`config.mk`:
```
export PLATFORM = sky130hd
export DESIGN_NAME = info_frame_stuffing_framer
export DESIGN_NICKNAME = d
export VERILOG_FILES = /design/src/rtl/ifsf_pkg.sv /design/src/rtl/ifsf_slot_mux.sv /design/src/rtl/info_frame_stuffing_framer.sv
export SDC_FILE = /design/constraint.sdc
export NUM_CORES = 1
export LEC_CHECK = 0
export BUFFER_PORTS_ARGS = -buffer_cell sky130_fd_sc_hd__buf_4
export CAP_MARGIN = 20
export CORE_MARGIN = 2
export CORE_UTILIZATION = 25
export CTS_CLUSTER_DIAMETER = 150
export DETAILED_ROUTE_END_ITERATION = 16
export PLACE_DENSITY_LB_ADDON = 0.12
export SYNTH_ARGS = -nofsm -noshare
export SYNTH_HDL_FRONTEND = slang
export SYNTH_SLANG_ARGS = --single-unit
```
`constraint.sdc`:
```
create_clock -name clock -period 3 [get_ports clock]
set_input_delay 0.15 -clock clock [delete_from_list [all_inputs] [get_ports clock]]
set_output_delay 0.15 -clock clock [all_outputs]
set_load 0.01 [all_outputs]
```
`src/rtl/ifsf_pkg.sv`:
```
`default_nettype none
package ifsf_pkg;

   localparam int unsigned BYTE_W = 8;

   // Output slots of one input beat, in the order they leave the block.
   localparam int unsigned SLOT_COUNT     = 9;
   localparam int unsigned SLOT_OPEN_FLAG = 0;
   localparam int unsigned SLOT_ADDRESS   = 1;
   localparam int unsigned SLOT_CONTROL   = 2;
   localparam int unsigned SLOT_BCC1      = 3;
   localparam int unsigned SLOT_DATA_ESC  = 4;
   localparam int unsigned SLOT_DATA      = 5;
   localparam int unsigned SLOT_BCC2_ESC  = 6;
   localparam int unsigned SLOT_BCC2      = 7;
   localparam int unsigned SLOT_CLOSE     = 8;

   localparam logic [BYTE_W-1:0] STUFF_XOR = 8'h20;

   // Register indexes of the configuration port.
   localparam int unsigned CSR_INDEX_W = 2;
   localparam logic [CSR_INDEX_W-1:0] CSR_FLAG     = 2'd0;
   localparam logic [CSR_INDEX_W-1:0] CSR_ESCAPE   = 2'd1;
   localparam logic [CSR_INDEX_W-1:0] CSR_ADDRESS  = 2'd2;
   localparam logic [CSR_INDEX_W-1:0] CSR_SEQ_MASK = 2'd3;

   localparam logic [BYTE_W-1:0] FLAG_RESET     = 8'h7E;
   localparam logic [BYTE_W-1:0] ESCAPE_RESET   = 8'h7D;
   localparam logic [BYTE_W-1:0] ADDRESS_RESET  = 8'h03;
   localparam logic [BYTE_W-1:0] SEQ_MASK_RESET = 8'h40;

   typedef logic [SLOT_COUNT-1:0] slot_type;

   typedef struct packed {
      logic [BYTE_W-1:0] flag;
      logic [BYTE_W-1:0] escape;
      logic [BYTE_W-1:0] address;
   } cfg_type;

   typedef struct packed {
      logic [BYTE_W-1:0] data;
      logic              data_stuff;
      logic [BYTE_W-1:0] check;
      logic              check_stuff;
      logic [BYTE_W-1:0] control;
   } item_type;

endpackage
`default_nettype wire

```
`src/rtl/ifsf_slot_mux.sv`:
```
`default_nettype none
module ifsf_slot_mux (
   input  wire ifsf_pkg::slot_type                 slot,
   input  wire ifsf_pkg::item_type                 item,
   input  wire ifsf_pkg::cfg_type                  cfg,
   output logic [ifsf_pkg::BYTE_W-1:0]             frame_byte,
   output logic                                    frame_end
);

   always_comb begin
      frame_byte = '0;
      frame_end  = 1'b0;
      unique case (1'b1)
         slot[ifsf_pkg::SLOT_OPEN_FLAG]: frame_byte = cfg.flag;
         slot[ifsf_pkg::SLOT_ADDRESS]:   frame_byte = cfg.address;
         slot[ifsf_pkg::SLOT_CONTROL]:   frame_byte = item.control;
         slot[ifsf_pkg::SLOT_BCC1]:      frame_byte = cfg.address ^ item.control;
         slot[ifsf_pkg::SLOT_DATA_ESC]:  frame_byte = cfg.escape;
         slot[ifsf_pkg::SLOT_DATA]: begin
            frame_byte = item.data_stuff ? (item.data ^ ifsf_pkg::STUFF_XOR) : item.data;
         end
         slot[ifsf_pkg::SLOT_BCC2_ESC]:  frame_byte = cfg.escape;
         slot[ifsf_pkg::SLOT_BCC2]: begin
            frame_byte = item.check_stuff ? (item.check ^ ifsf_pkg::STUFF_XOR) : item.check;
         end
         slot[ifsf_pkg::SLOT_CLOSE]: begin
            frame_byte = cfg.flag;
            frame_end  = 1'b1;
         end
         default: begin
            frame_byte = '0;
            frame_end  = 1'b0;
         end
      endcase
   end

endmodule
`default_nettype wire

```
`src/rtl/info_frame_stuffing_framer.sv`:
```
// Information-frame builder with byte stuffing.
// req_ channel: one packet byte per beat (req_data_byte), req_last_byte on the
// final byte, req_sequence_bit sampled on the first byte of each frame.
// rsp_ channel: the frame, one byte per beat. rsp_run_last marks the last beat
// caused by an input beat, rsp_frame_end marks the closing flag.
// csr_ channel: write-only registers flag, escape, address and sequence mask,
// always ready; write them only while the block is idle.
// Flow: an accepted beat is held with its slots, then its first output byte
// moves into the output register. Each input beat yields 1 to 9 output beats,
// one per cycle while rsp_ready is high or the output register is empty: the
// header (flag, address, control, BCC1) on opening, the data byte with its
// escape when stuffed, then BCC2, escaped when stuffed, and the closing flag
// on the last byte; the next beat is taken as the held beat's last slot leaves.
// Reset: clears the frame state (next byte opens a frame with check 0),
// restores register defaults and empties the output register.
// Stall: while rsp_ready is low the output register holds its beat, the slot
// walker holds, and req_ready drops once the current beat has slots left.
`default_nettype none
module info_frame_stuffing_framer (
   input  wire                                  clock,
   input  wire                                  reset,
   input  wire                                  req_valid,
   output logic                                 req_ready,
   input  wire  [ifsf_pkg::BYTE_W-1:0]          req_data_byte,
   input  wire                                  req_last_byte,
   input  wire                                  req_sequence_bit,
   output logic                                 rsp_valid,
   input  wire                                  rsp_ready,
   output logic [ifsf_pkg::BYTE_W-1:0]          rsp_frame_byte,
   output logic                                 rsp_run_last,
   output logic                                 rsp_frame_end,
   input  wire                                  csr_valid,
   output logic                                 csr_ready,
   input  wire  [ifsf_pkg::CSR_INDEX_W-1:0]     csr_index,
   input  wire  [ifsf_pkg::BYTE_W-1:0]          csr_data
);

   // Configuration registers.
   logic [ifsf_pkg::BYTE_W-1:0] flag_ff, flag_in;
   logic [ifsf_pkg::BYTE_W-1:0] escape_ff, escape_in;
   logic [ifsf_pkg::BYTE_W-1:0] address_ff, address_in;
   logic [ifsf_pkg::BYTE_W-1:0] seq_mask_ff, seq_mask_in;

   // Frame state.
   logic [ifsf_pkg::BYTE_W-1:0] check_ff, check_in;
   logic                        inside_ff, inside_in;

   // Held input beat and its outstanding slots.
   ifsf_pkg::item_type          item_ff, item_in;
   ifsf_pkg::slot_type          pending_ff, pending_in;

   // Output register.
   logic                        rsp_valid_ff, rsp_valid_in;
   logic [ifsf_pkg::BYTE_W-1:0] rsp_byte_ff, rsp_byte_in;
   logic                        rsp_last_ff, rsp_last_in;
   logic                        rsp_end_ff, rsp_end_in;

   ifsf_pkg::slot_type          pick;
   ifsf_pkg::slot_type          remaining;
   ifsf_pkg::slot_type          new_slots;
   ifsf_pkg::cfg_type           cfg;
   logic                        emit;
   logic                        accept;
   logic                        csr_write;
   logic                        opening;
   logic [ifsf_pkg::BYTE_W-1:0] check_new;
   logic [ifsf_pkg::BYTE_W-1:0] control_new;
   logic                        data_stuff;
   logic                        check_stuff;
   logic [ifsf_pkg::BYTE_W-1:0] mux_byte;
   logic                        mux_end;

   assign csr_ready = 1'b1;
   assign csr_write = csr_valid & csr_ready;

   // Register writes.
   always_comb begin
      flag_in     = flag_ff;
      escape_in   = escape_ff;
      address_in  = address_ff;
      seq_mask_in = seq_mask_ff;
      if (csr_write) begin
         unique case (csr_index)
            ifsf_pkg::CSR_FLAG:     flag_in     = csr_data;
            ifsf_pkg::CSR_ESCAPE:   escape_in   = csr_data;
            ifsf_pkg::CSR_ADDRESS:  address_in  = csr_data;
            ifsf_pkg::CSR_SEQ_MASK: seq_mask_in = csr_data;
            default: begin
               flag_in = flag_ff;
            end
         endcase
      end
   end

   assign cfg.flag    = flag_ff;
   assign cfg.escape  = escape_ff;
   assign cfg.address = address_ff;

   // Slot walker: the lowest outstanding slot leaves next.
   assign pick      = pending_ff & (~pending_ff + ifsf_pkg::SLOT_COUNT'(1));
   assign remaining = pending_ff & ~pick;
   assign emit      = (pending_ff != '0) && (!rsp_valid_ff || rsp_ready);

   // Take a new beat once the held one has no slots beyond the one leaving now.
   assign req_ready = (remaining == '0) && ((pending_ff == '0) || emit);
   assign accept    = req_valid & req_ready;

   // Decode the incoming beat into its slots.
   assign opening     = !inside_ff;
   assign check_new   = (opening ? '0 : check_ff) ^ req_data_byte;
   assign control_new = req_sequence_bit ? seq_mask_ff : '0;
   assign data_stuff  = (req_data_byte == flag_ff) || (req_data_byte == escape_ff);
   assign check_stuff = (check_new == flag_ff) || (check_new == escape_ff);

   always_comb begin
      new_slots = '0;
      new_slots[ifsf_pkg::SLOT_OPEN_FLAG] = opening;
      new_slots[ifsf_pkg::SLOT_ADDRESS]   = opening;
      new_slots[ifsf_pkg::SLOT_CONTROL]   = opening;
      new_slots[ifsf_pkg::SLOT_BCC1]      = opening;
      new_slots[ifsf_pkg::SLOT_DATA_ESC]  = data_stuff;
      new_slots[ifsf_pkg::SLOT_DATA]      = 1'b1;
      new_slots[ifsf_pkg::SLOT_BCC2_ESC]  = req_last_byte & check_stuff;
      new_slots[ifsf_pkg::SLOT_BCC2]      = req_last_byte;
      new_slots[ifsf_pkg::SLOT_CLOSE]     = req_last_byte;
   end

   always_comb begin
      item_in    = item_ff;
      pending_in = pending_ff;
      check_in   = check_ff;
      inside_in  = inside_ff;
      if (accept) begin
         item_in.data        = req_data_byte;
         item_in.data_stuff  = data_stuff;
         item_in.check       = check_new;
         item_in.check_stuff = check_stuff;
         // Hold the previous C byte mid-frame; the sequence bit is only sampled on open.
         item_in.control     = opening ? control_new : item_ff.control;
         pending_in          = new_slots;
         check_in            = check_new;
         inside_in           = !req_last_byte;
      end else if (emit) begin
         pending_in = remaining;
      end
   end

   ifsf_slot_mux u_slot_mux (
      .slot       (pick),
      .item       (item_ff),
      .cfg        (cfg),
      .frame_byte (mux_byte),
      .frame_end  (mux_end)
   );

   // Output register: load on emit, drop valid once taken.
   always_comb begin
      rsp_valid_in = rsp_valid_ff;
      rsp_byte_in  = rsp_byte_ff;
      rsp_last_in  = rsp_last_ff;
      rsp_end_in   = rsp_end_ff;
      if (emit) begin
         rsp_valid_in = 1'b1;
         rsp_byte_in  = mux_byte;
         rsp_last_in  = (remaining == '0);
         rsp_end_in   = mux_end;
      end else if (rsp_ready) begin
         rsp_valid_in = 1'b0;
      end
   end

   always_ff @(posedge clock) begin
      if (reset) begin
         flag_ff      <= ifsf_pkg::FLAG_RESET;
         escape_ff    <= ifsf_pkg::ESCAPE_RESET;
         address_ff   <= ifsf_pkg::ADDRESS_RESET;
         seq_mask_ff  <= ifsf_pkg::SEQ_MASK_RESET;
         check_ff     <= '0;
         inside_ff    <= 1'b0;
         pending_ff   <= '0;
         rsp_valid_ff <= 1'b0;
      end else begin
         flag_ff      <= flag_in;
         escape_ff    <= escape_in;
         address_ff   <= address_in;
         seq_mask_ff  <= seq_mask_in;
         check_ff     <= check_in;
         inside_ff    <= inside_in;
         pending_ff   <= pending_in;
         rsp_valid_ff <= rsp_valid_in;
      end
   end

   always_ff @(posedge clock) begin
      item_ff     <= item_in;
      rsp_byte_ff <= rsp_byte_in;
      rsp_last_ff <= rsp_last_in;
      rsp_end_ff  <= rsp_end_in;
   end

   assign rsp_valid      = rsp_valid_ff;
   assign rsp_frame_byte = rsp_byte_ff;
   assign rsp_run_last   = rsp_last_ff;
   assign rsp_frame_end  = rsp_end_ff;

   // A closing flag always ends the run of its input beat.
   a_end_is_last: assert property (@(posedge clock) disable iff (reset)
      rsp_valid_ff && rsp_end_ff |-> rsp_last_ff)
      else $error("closing flag without run_last");

   // Never take a new beat while the held one still has slots to send.
   a_no_overrun: assert property (@(posedge clock) disable iff (reset)
      accept |-> (remaining == '0))
      else $error("input beat accepted over pending slots");

   // A beat taken outside a frame starts with the opening flag.
   a_open_header: assert property (@(posedge clock) disable iff (reset)
      accept && !inside_ff |=> pending_ff[ifsf_pkg::SLOT_OPEN_FLAG])
      else $error("frame opened without header");

   // Every accepted beat carries its data slot.
   a_data_slot: assert property (@(posedge clock) disable iff (reset)
      accept |=> pending_ff[ifsf_pkg::SLOT_DATA])
      else $error("data slot missing");

endmodule
`default_nettype wire
```
==> results of run 1 <==
Yosys cell counts, drive strengths merged, types with 2 or more instances:
library cell   n  area share, %
a21oi         51            6.1
a222oi         6            1.4
and2           8            1.2
buf            6           0.93
clkbuf        18            1.7
dfxtp         51             24
edfxtp        36             26
inv           14            1.3
maj3           3           0.72
mux2i         17            4.1
nand2         76            6.8
nand2b         4           0.60
nand3         13            1.6
nand4          4           0.60
nor2          26            2.3
nor2b          2           0.30
nor3           5           0.87
nor3b          3           0.54
nor4           2           0.66
o2111ai        2           0.42
o211ai         3           0.66
o21ai         12            1.4
o31ai          5           0.90
or2            4           0.60
or3b           8            1.7
or4            3           0.54
xnor2         20            4.2
xor2          13            2.7
xor3           3            1.7
power groups by stage:
stage          Clock, mW  Combinational (mW)  Sequential, mW
3_5_place_dp           0                1.57            2.02
4_1_cts             1.19                1.57            2.00
3_3_place_gp           0                1.55            2.02
5_1_grt             1.24                1.72            2.04
2_1_floorplan          0                1.11            1.90
6_report            1.16                1.55            1.99
path summary, 6_finish.rpt:
kind / from / endpoint / cells past startpoint
setup / recovery: pending_ff[1] / req_ready / 6
setup reg to reg: pending_ff[3] / item_ff[5] / 6
hold reg to reg: seq_mask_ff[3] / seq_mask_ff[3] / 2
hold / removal: req_data_byte[7] / item_ff[25] / 1
critical path, stage by stage, from the launching register on:
cell	delay, ns
dfxtp_1	0.50
nor3_1	0.38
nand2_1	0.15
maj3_1	0.43
nor3b_1	0.30
o21a_1	0.18
buf_4	0.12
sequential cells by signal, summed over array words and instances (netlist names):
register        count
item_ff            26
pending_ff          9
address_ff          8
check_ff            8
escape_ff           8
flag_ff             8
rsp_frame_byte      8
seq_mask_ff         8
inside_ff           1
rsp_frame_end       1
rsp_run_last        1
rsp_valid           1
kinds of logic (layout without fill, tap and decap cells):
family,Yosys count,count (layout)
simple gates,161,161
buf+inv,39,74
flops,87,87
fa+ha+maj,3,3
compound gates,88,88
xor+xnor,37,37
other cells,1,1
mux,18,18
final cells by class:
class	instances	area (sq um)	share of cell area (%)
inverter	15	56.3	1.13
multi-input combinational	308	1920	38.6
timing repair buffer	43	323	6.48
sequential	87	2100	42.2
clock inverter	7	80.1	1.61
clock buffer	9	225	4.52
tap	220	275	5.52
metal layers:
metal	wire, um	global-route usage (%)
met5	0	0
met4	337	7.51
met3	381	2.09
met2	5020	19.9
met1	5860	19.6
through the flow:
stage / total power [mW] / cell area [sq um]
2_1_floorplan: 3.01 / 4190
5_1_grt: 4.99 / 4980
3_5_place_dp: 3.59 / 4680
6_report: 4.70 / 4980
4_1_cts: 4.76 / 4980
3_3_place_gp: 3.58 / 4680
==> qor.csv, run 1 <==
stage;metric;value;unit
drt;Via-to-Cell Ratio;4.62;
yosys;fraction of registers with async set/reset;0;%
yosys;synthesized area;0.00419;sq mm
timing;final hold slack;0.0311;ns
power;Lkg Pwr;1.87;nW
global_routing;first-pass GRT wire length;18000;um
outcome;status;completed;
placement;pre-CTS setup slack;0.478;ns
yosys;Distinct cells, synth;52;
clock_network;post-CTS resize count;0;
critical_path;Crit Path Category;flip-flop to output port;
clock_network;CTS tree;done;
timing;Tcrit/Tclk final;85.0;%
critical_path;Worst Setup End Kind;output port;
timing;final hold vios;0;
finish;fill count;1740;
finish;non-filler instance count after layout;689;
timing;max_slew headroom;47.4;%
clock_network;Clock Sinks;87;
yosys;number of synthesized flops with an enable pin;36;
timing;clock skew;0.00720;ns
global_routing;initial antenna violation count;0;
timing;Setup TNS;0;ns
clock_network;hold_buf cts;0;
critical_path;Data required, critical path;2.85;ns
die;core box area;0.0165;sq mm
critical_path;R2R Setup Slk;0.48;ns
yosys;Simple-Gate Fraction of Synth Area;18.7;%
die;die height;133;um
timing;RSZ-0062 raised after global routing;false;
die;die width;133;um
die;Initial Utilization;25.4;%
drt;Initial DRC Count;143;
global_routing;pin count of the biggest net entering global routing;36;
yosys;Syn Nets;459;
power;Switching Share;36.3;%
yosys;syn avg cell area;9.65;sq um
yosys;Post-Synth Adder-Cell Area;0.717;%
drt;Detailed Route WL;11600;um
finish;final core occ;30.3;%
placement;placed instance count;673;
power;Reg power frac;42.3;%
yosys;most used flip-flop cell after synthesis;dfxtp_1;
clock_network;TritonCTS buffer count;9;
clock_network;htree depth;3;
timing;Final WS setup;0.449;ns
die;io pins;38;
timing;fin. max-slew vios;0;
timing;Slew @ Worst Pin;0.786;ns
power;peak supply drop;0.385;mV
yosys;Cells after Synth;434;
critical_path;crit-path max FO;22;
power;PwrDens;944;mW/mm^2
global_routing;gr usage total;13.7;%
drt;DRC errors left;0;
drt;TritonRoute pass-1 iters;7;
power;Internal Power;3.00;mW
clock_network;clock-pin slew on the worst setup and hold paths;0.06;ns
timing;minimum clock period;2.55;ns
drt;Avg WL per Cell;16.8;um
timing;fmax;0.392;GHz
drt;routed vias;3182;
yosys;main combinational cell family by area after synthesis;simple AND/OR/NAND/NOR gates;
power;Gate power share;32.9;%
global_routing;grt ovf;0;
die;Die Area;0.0178;sq mm
power;Clk pwr share;24.7;%
yosys;Yosys Warn Count;0;
min_path;Hold Path Class;input pin to flip-flop;
timing;final setup violation count;0;
yosys;Synth Area in XOR/XNOR;9.14;%
finish;layout cell share with drive strength beyond 1;16.0;%
critical_path;CP Launch Type;flip-flop;
die;row cnt;47;
clock_network;Root Driver;clkbuf_16;
clock_network;worst-skew pair later-pin latency;0.35;ns
finish;fin nets;489;
drt;DRT antenna net count;0;
finish;commonest cells after routing, fill and taps aside;nand2_1 (76), a21oi_1 (51), dfxtp_1 (51);
yosys;register bit count reported by yosys;87;
yosys;register area share after synthesis;50.2;%
yosys;Synth Area in Compound Gates;12.9;%
finish;synth-to-layout area growth;19.0;%
flow_run;maxcap violations;0;
clock_network;clk buf depth;2;
placement;Placer Congestion;0.822;
yosys;mux contribution to synthesized area;4.33;%
global_routing;vias in the first global route;3055;
placement;Final HPWL DP;8660;um
power;NetSw;1.71;mW
clock_network;Post-CTS Setup Bufs;0;
finish;# diodes;0;
placement;IO Port Bufs;36;
critical_path;arrival time worst endpoint;2.40;ns
finish;leading cell type in the layout, fill and taps excluded;nand2_1;
No activity file was read; power rests on OpenSTA's default activity.
==> run 2, diff against run 1 <==
PLACE_DENSITY = 0.51   (was unset)
PLACE_DENSITY_LB_ADDON = unset   (was 0.12)
==> run 2 against run 1 <==
First-iteration DRC count grew 36%. Cell count shrank 0.29%. Register-to-register slack is essentially flat. Routed wire length shrank 8.1%. Critical path depth is the same. Sequential power is essentially flat. Clock skew shrank 0.0016 ns. Via count shrank 1.2%. Critical path type unchanged. Largest cell class unchanged.
==> qor.csv, run 2 (synthesized netlist as in run 1, its figures left out) <==
stage;metric;value;unit;change
outcome;status;completed;;
flow_run;maxcap violations;0;;unchanged
global_routing;gr usage total;12.5;%;-1.3 points
timing;Slew @ Worst Pin;0.696;ns;-0.0903 ns
clock_network;clk buf depth;2;;unchanged
critical_path;R2R Setup Slk;0.48;ns;about the same
placement;IO Port Bufs;36;;unchanged
critical_path;CP Launch Point;pending_ff[1];;
clock_network;worst-skew pair later-pin latency;0.35;ns;about the same
critical_path;arrival time worst endpoint;2.42;ns;+0.02 ns
die;Die Area;0.0178;sq mm;unchanged
timing;final setup violation count;0;;unchanged
critical_path;crit-path max FO;22;;unchanged
placement;Final HPWL DP;7960;um;-8.1%
die;row cnt;47;;unchanged
die;die width;133;um;unchanged
critical_path;R2R depth;7;;+1
timing;final hold vios;0;;unchanged
finish;non-filler instance count after layout;687;;-0.29%
clock_network;CTS tree;done;;
finish;commonest cells after routing, fill and taps aside;nand2_1 (76), a21oi_1 (51), dfxtp_1 (51);;
critical_path;reg2reg end;check_ff[4];;
drt;TritonRoute pass-1 iters;4;;-3
placement;Placer Congestion;0.827;;+0.66%
drt;DRT antenna net count;0;;unchanged
die;io pins;38;;unchanged
placement;placed instance count;671;;-0.30%
global_routing;pin count of the biggest net entering global routing;36;;unchanged
clock_network;post-CTS resize count;0;;unchanged
timing;RSZ-0062 raised after global routing;false;;
clock_network;Clock Sinks;87;;unchanged
critical_path;RR Startpoint;pending_ff[1];;
finish;leading cell type in the layout, fill and taps excluded;nand2_1;;
clock_network;Post-CTS Setup Bufs;0;;unchanged
clock_network;clock-pin slew on the worst setup and hold paths;0.06;ns;about the same
critical_path;CP Launch Type;flip-flop;;
finish;max reg flops;26;;unchanged
power;peak supply drop;0.363;mV;-5.7%
finish;layout cell share with drive strength beyond 1;15.6;%;-0.36 points
finish;biggest registers after layout;item_ff x26, pending_ff x9;;
timing;Tcrit/Tclk final;85.8;%;+0.79 points
timing;fmax;0.388;GHz;-0.92%
placement;pre-CTS setup slack;0.494;ns;+0.0155 ns
drt;Avg WL per Cell;15.5;um;-7.9%
critical_path;Crit Path Category;flip-flop to output port;;
drt;DRC errors left;0;;unchanged
global_routing;first-pass GRT wire length;16900;um;-6.2%
timing;fin. max-slew vios;0;;unchanged
clock_network;TritonCTS buffer count;9;;unchanged
power;PwrDens;946;mW/mm^2;+0.20%
drt;Initial DRC Count;195;;+36%
global_routing;initial antenna violation count;0;;unchanged
min_path;Hold Crit Start;req_data_byte[3];;
drt;routed vias;3143;;-1.2%
drt;Detailed Route WL;10700;um;-8.1%
global_routing;grt ovf;0;;unchanged
critical_path;Worst Setup End Kind;output port;;
power;total chip power;4.72;mW;+0.30%
critical_path;CP Capture Point;req_ready;;
die;Initial Utilization;25.4;%;unchanged
clock_network;hold_buf cts;0;;unchanged
power;Lkg Pwr;1.87;nW;+0.28%
timing;clock skew;0.00556;ns;-0.00164 ns
clock_network;Root Driver;clkbuf_16;;
die;die height;133;um;unchanged
timing;Setup TNS;0;ns;unchanged
finish;# diodes;0;;unchanged
drt;Via-to-Cell Ratio;4.57;;-0.94%
finish;largest register by flop count;item_ff;;
critical_path;Data required, critical path;2.85;ns;about the same
min_path;Hold Path Class;input pin to flip-flop;;
die;core box area;0.0165;sq mm;unchanged
global_routing;vias in the first global route;3058;;+0.098%
finish;fin nets;487;;-0.41%
finish;synth-to-layout area growth;19.1;%;
timing;minimum clock period;2.57;ns;+0.0238 ns
finish;fill count;1759;;+1.1%
timing;max_slew headroom;53.5;%;+6.0 points
timing;Final WS setup;0.426;ns;-0.0238 ns
clock_network;htree depth;3;;unchanged
## run 2: routing by layer
layer,GRT usage (%),wire [um]
met3,2.97,454
met1,17.6,5440
met2,18.8,4650
met4,4.02,122
met5,0,0
## run 2: worst min-delay path by stage
| stage | endpoint | slack, ns | depth (start not counted) |
|---|---|---|---|
| finish | item_ff[21] | 0.04 | 1 |
| global route | item_ff[21] | 0.03 | 1 |
| CTS | item_ff[21] | 0.03 | 1 |
| detailed placement | item_ff[21] | 0.40 | 1 |
| global placement | item_ff[25] | 0.39 | 1 |
| floorplan | item_ff[18] | 0.25 | 0 |
## run 2: worst max-delay path, cell delays in order (launching register included)
cell     delay (ns)
dfxtp_1        0.50
nor3_1         0.38
nand2_1        0.15
maj3_1         0.43
nor3b_1        0.31
o21a_1         0.19
buf_4          0.12
## run 2: cell type report
type	instances	area [sq um]	share of cell area, %
flip-flops and latches	87	2100	42.1
multi-input cells	308	1920	38.5
clock inverters	5	61.3	1.23
inverters	15	56.3	1.13
well taps	220	275	5.52
clock buffers	11	264	5.29
repair buffers	41	308	6.17
## run 2: report_power, final
| group | internal (mW) | switching, mW |
|---|---|---|
| registers | 1.70 | 0.277 |
| clock network | 0.723 | 0.477 |
| logic | 0.631 | 0.913 |
## run 2: metrics by stage
stage / utilization [%] / hold WS [ns] / cell area [sq um]
after floorplan: - / 0.249 / 4190
after global placement: 28.3 / 0.391 / 4660
after detailed placement: 28.3 / 0.396 / 4660
after CTS: 30.3 / 0.0321 / 4990
after global routing: 30.3 / 0.0295 / 4990
final: 30.3 / 0.0401 / 4990
==> run 3, diff against run 2 <==
CORE_MARGIN = 1   (was 2)
==> run 3 against run 2 <==
Setup slack got worse by 0.0069 ns. Highest routed layer unchanged. Fmax decreased by 0.27%. Clock-buffer cell count unchanged.
==> qor.csv, run 3 (synthesized netlist as in run 1, its figures left out) <==
stage;metric;value;unit;change
outcome;status;completed;;
finish;non-filler instance count after layout;684;;-0.44%
critical_path;Crit Path Category;flip-flop to output port;;
power;Reg power frac;43.0;%;+1.2 points
drt;routed vias;3171;;+0.89%
critical_path;RR Startpoint;pending_ff[1];;
finish;fill count;1709;;-2.8%
global_routing;initial antenna violation count;0;;unchanged
finish;largest register by flop count;item_ff;;
power;total chip power;4.60;mW;-2.5%
placement;pre-CTS setup slack;0.518;ns;+0.0239 ns
critical_path;arrival time worst endpoint;2.43;ns;about the same
die;Die Area;0.0173;sq mm;-3.0%
drt;Initial DRC Count;236;;+21%
clock_network;Root Driver;clkbuf_16;;
finish;layout cell share with drive strength beyond 1;15.6;%;-0.033 points
power;Gate power share;33.5;%;+0.8 points
finish;area of the multi-input gates;0.00192;sq mm;unchanged
timing;final setup violation count;0;;unchanged
finish;max reg flops;26;;unchanged
clock_network;clk buf depth;2;;unchanged
min_path;Hold Crit Start;req_data_byte[7];;
timing;clock skew;0.00434;ns;-0.00122 ns
timing;fmax;0.387;GHz;-0.27%
critical_path;Worst path slowest cell;dfxtp_1;;
timing;final hold vios;0;;unchanged
finish;commonest cells after routing, fill and taps aside;nand2_1 (76), a21oi_1 (51), dfxtp_1 (51);;
die;row cnt;46;;-2.1%
die;core box area;0.0161;sq mm;-2.1%
clock_network;clock-pin slew on the worst setup and hold paths;0.06;ns;about the same
drt;Via-to-Cell Ratio;4.64;;+1.3%
timing;Tcrit/Tclk final;86.0;%;+0.23 points
finish;# diodes;0;;unchanged
min_path;Hold Path Class;input pin to flip-flop;;
global_routing;first-pass GRT wire length;17200;um;+1.8%
clock_network;TritonCTS buffer count;9;;unchanged
power;Internal Power;2.96;mW;-3.2%
clock_network;Post-CTS Setup Bufs;0;;unchanged
placement;IO Port Bufs;36;;unchanged
die;die width;131;um;-1.5%
finish;area taken by flip-flops and latches;0.00210;sq mm;unchanged
clock_network;worst-skew pair later-pin latency;0.34;ns;about the same
finish;fin nets;488;;+0.21%
finish;leading cell type in the layout, fill and taps excluded;nand2_1;;
clock_network;Clock Sinks;87;;unchanged
placement;Placer Congestion;0.793;;-4.1%
critical_path;slowest stage delay, CP;0.50;ns;about the same
power;peak supply drop;0.347;mV;-4.5%
die;die height;131;um;-1.5%
critical_path;CP Launch Type;flip-flop;;
power;PwrDens;928;mW/mm^2;-1.9%
drt;TritonRoute pass-1 iters;5;;+1
drt;Avg WL per Cell;15.8;um;+2.1%
drt;DRT antenna net count;0;;unchanged
clock_network;hold_buf cts;0;;unchanged
power;Clk pwr share;23.5;%;-1.9 points
finish;final core occ;30.8;%;+0.46 points
clock_network;post-CTS resize count;0;;unchanged
drt;Detailed Route WL;10800;um;+1.7%
power;Lkg Pwr;1.86;nW;-0.80%
timing;minimum clock period;2.58;ns;+0.00687 ns
placement;placed instance count;668;;-0.45%
placement;Final HPWL DP;8120;um;+1.9%
global_routing;pin count of the biggest net entering global routing;36;;unchanged
die;Initial Utilization;26.0;%;+0.55 points
critical_path;Data required, critical path;2.85;ns;about the same
die;io pins;38;;unchanged
critical_path;CP Cell Sequence;nor3_1, nand2_1, maj3_1, nor3b_1, o21a_1, buf_4;;
finish;biggest registers after layout;item_ff x26, pending_ff x9;;
timing;max_slew headroom;51.8;%;-1.7 points
global_routing;grt ovf;0;;unchanged
drt;DRC errors left;0;;unchanged
timing;RSZ-0062 raised after global routing;false;;
global_routing;vias in the first global route;3133;;+2.5%
timing;Setup TNS;0;ns;unchanged
clock_network;htree depth;3;;unchanged
critical_path;crit-path max FO;22;;unchanged
critical_path;Worst Setup End Kind;output port;;
power;Switching Share;35.8;%;+0.43 points
timing;Final WS setup;0.419;ns;-0.00687 ns
power;NetSw;1.64;mW;-1.3%
flow_run;maxcap violations;0;;unchanged
clock_network;CTS tree;done;;
global_routing;gr usage total;12.9;%;+0.44 points
timing;fin. max-slew vios;0;;unchanged
finish;synth-to-layout area growth;18.3;%;
critical_path;CP Launch Point;pending_ff[1];;
timing;Slew @ Worst Pin;0.721;ns;+0.0251 ns
[run 3: cell count changes in the layout (fill, tap and decap cells not counted), sizes merged]
cell      change
buf           +1
bufinv        -1
clkinvlp      +1
[run 3: power groups by stage]
stage | clock network (mW) | registers [mW] | logic, mW
floorplan | 0 | 1.90 | 1.11
global placement | 0 | 1.99 | 1.51
detailed placement | 0 | 2.00 | 1.54
CTS | 1.11 | 1.98 | 1.55
global route | 1.16 | 2.02 | 1.71
finish | 1.08 | 1.98 | 1.54
[run 3: path summary, 6_finish.rpt]
kind,endpoint,slack [ns],depth (start not counted)
hold reg to reg,seq_mask_ff[4],0.46,2
hold / removal,item_ff[25],0.05,1
setup / recovery,req_ready,0.42,6
setup reg to reg,item_ff[1],0.50,6
[run 3: worst max-delay path, delay by kind of cell, from the launching register on]
kind	cells	cell delay [ns]
adder cells (fa/ha/maj)	1	0.43
buffers and inverters	1	0.12
AND/OR/NAND/NOR	3	0.86
AO/OA/AOI/OAI	1	0.18
flip-flops	1	0.50
[run 3: cell type report]
class	instances	area share, %
clock buffers	11	5.12
clock inverters	5	0.757
inverters	15	1.14
multi-input cells	308	38.8
flip-flops and latches	87	42.4
well taps	216	5.45
repair buffers	42	6.36
[run 3: stage by stage]
| stage | instance area [sq um] | hold WS, ns |
|---|---|---|
| 4_1_cts | 4960 | 0.0358 |
| 2_1_floorplan | 4190 | 0.249 |
| 6_report | 4960 | 0.0462 |
| 3_5_place_dp | 4670 | 0.393 |
| 3_3_place_gp | 4670 | 0.396 |
| 5_1_grt | 4960 | 0.0418 |
[run 3: routing by layer]
metal | vias to the layer above | share of wire (%) | GRT usage [%]
met5 | - | 0 | 0
met4 | 0 | 1.4 | 4.84
met3 | 10 | 5.7 | 3.20
met2 | 89 | 43 | 18.6
met1 | 1482 | 50 | 18.4
li1 | 1590 | - | -
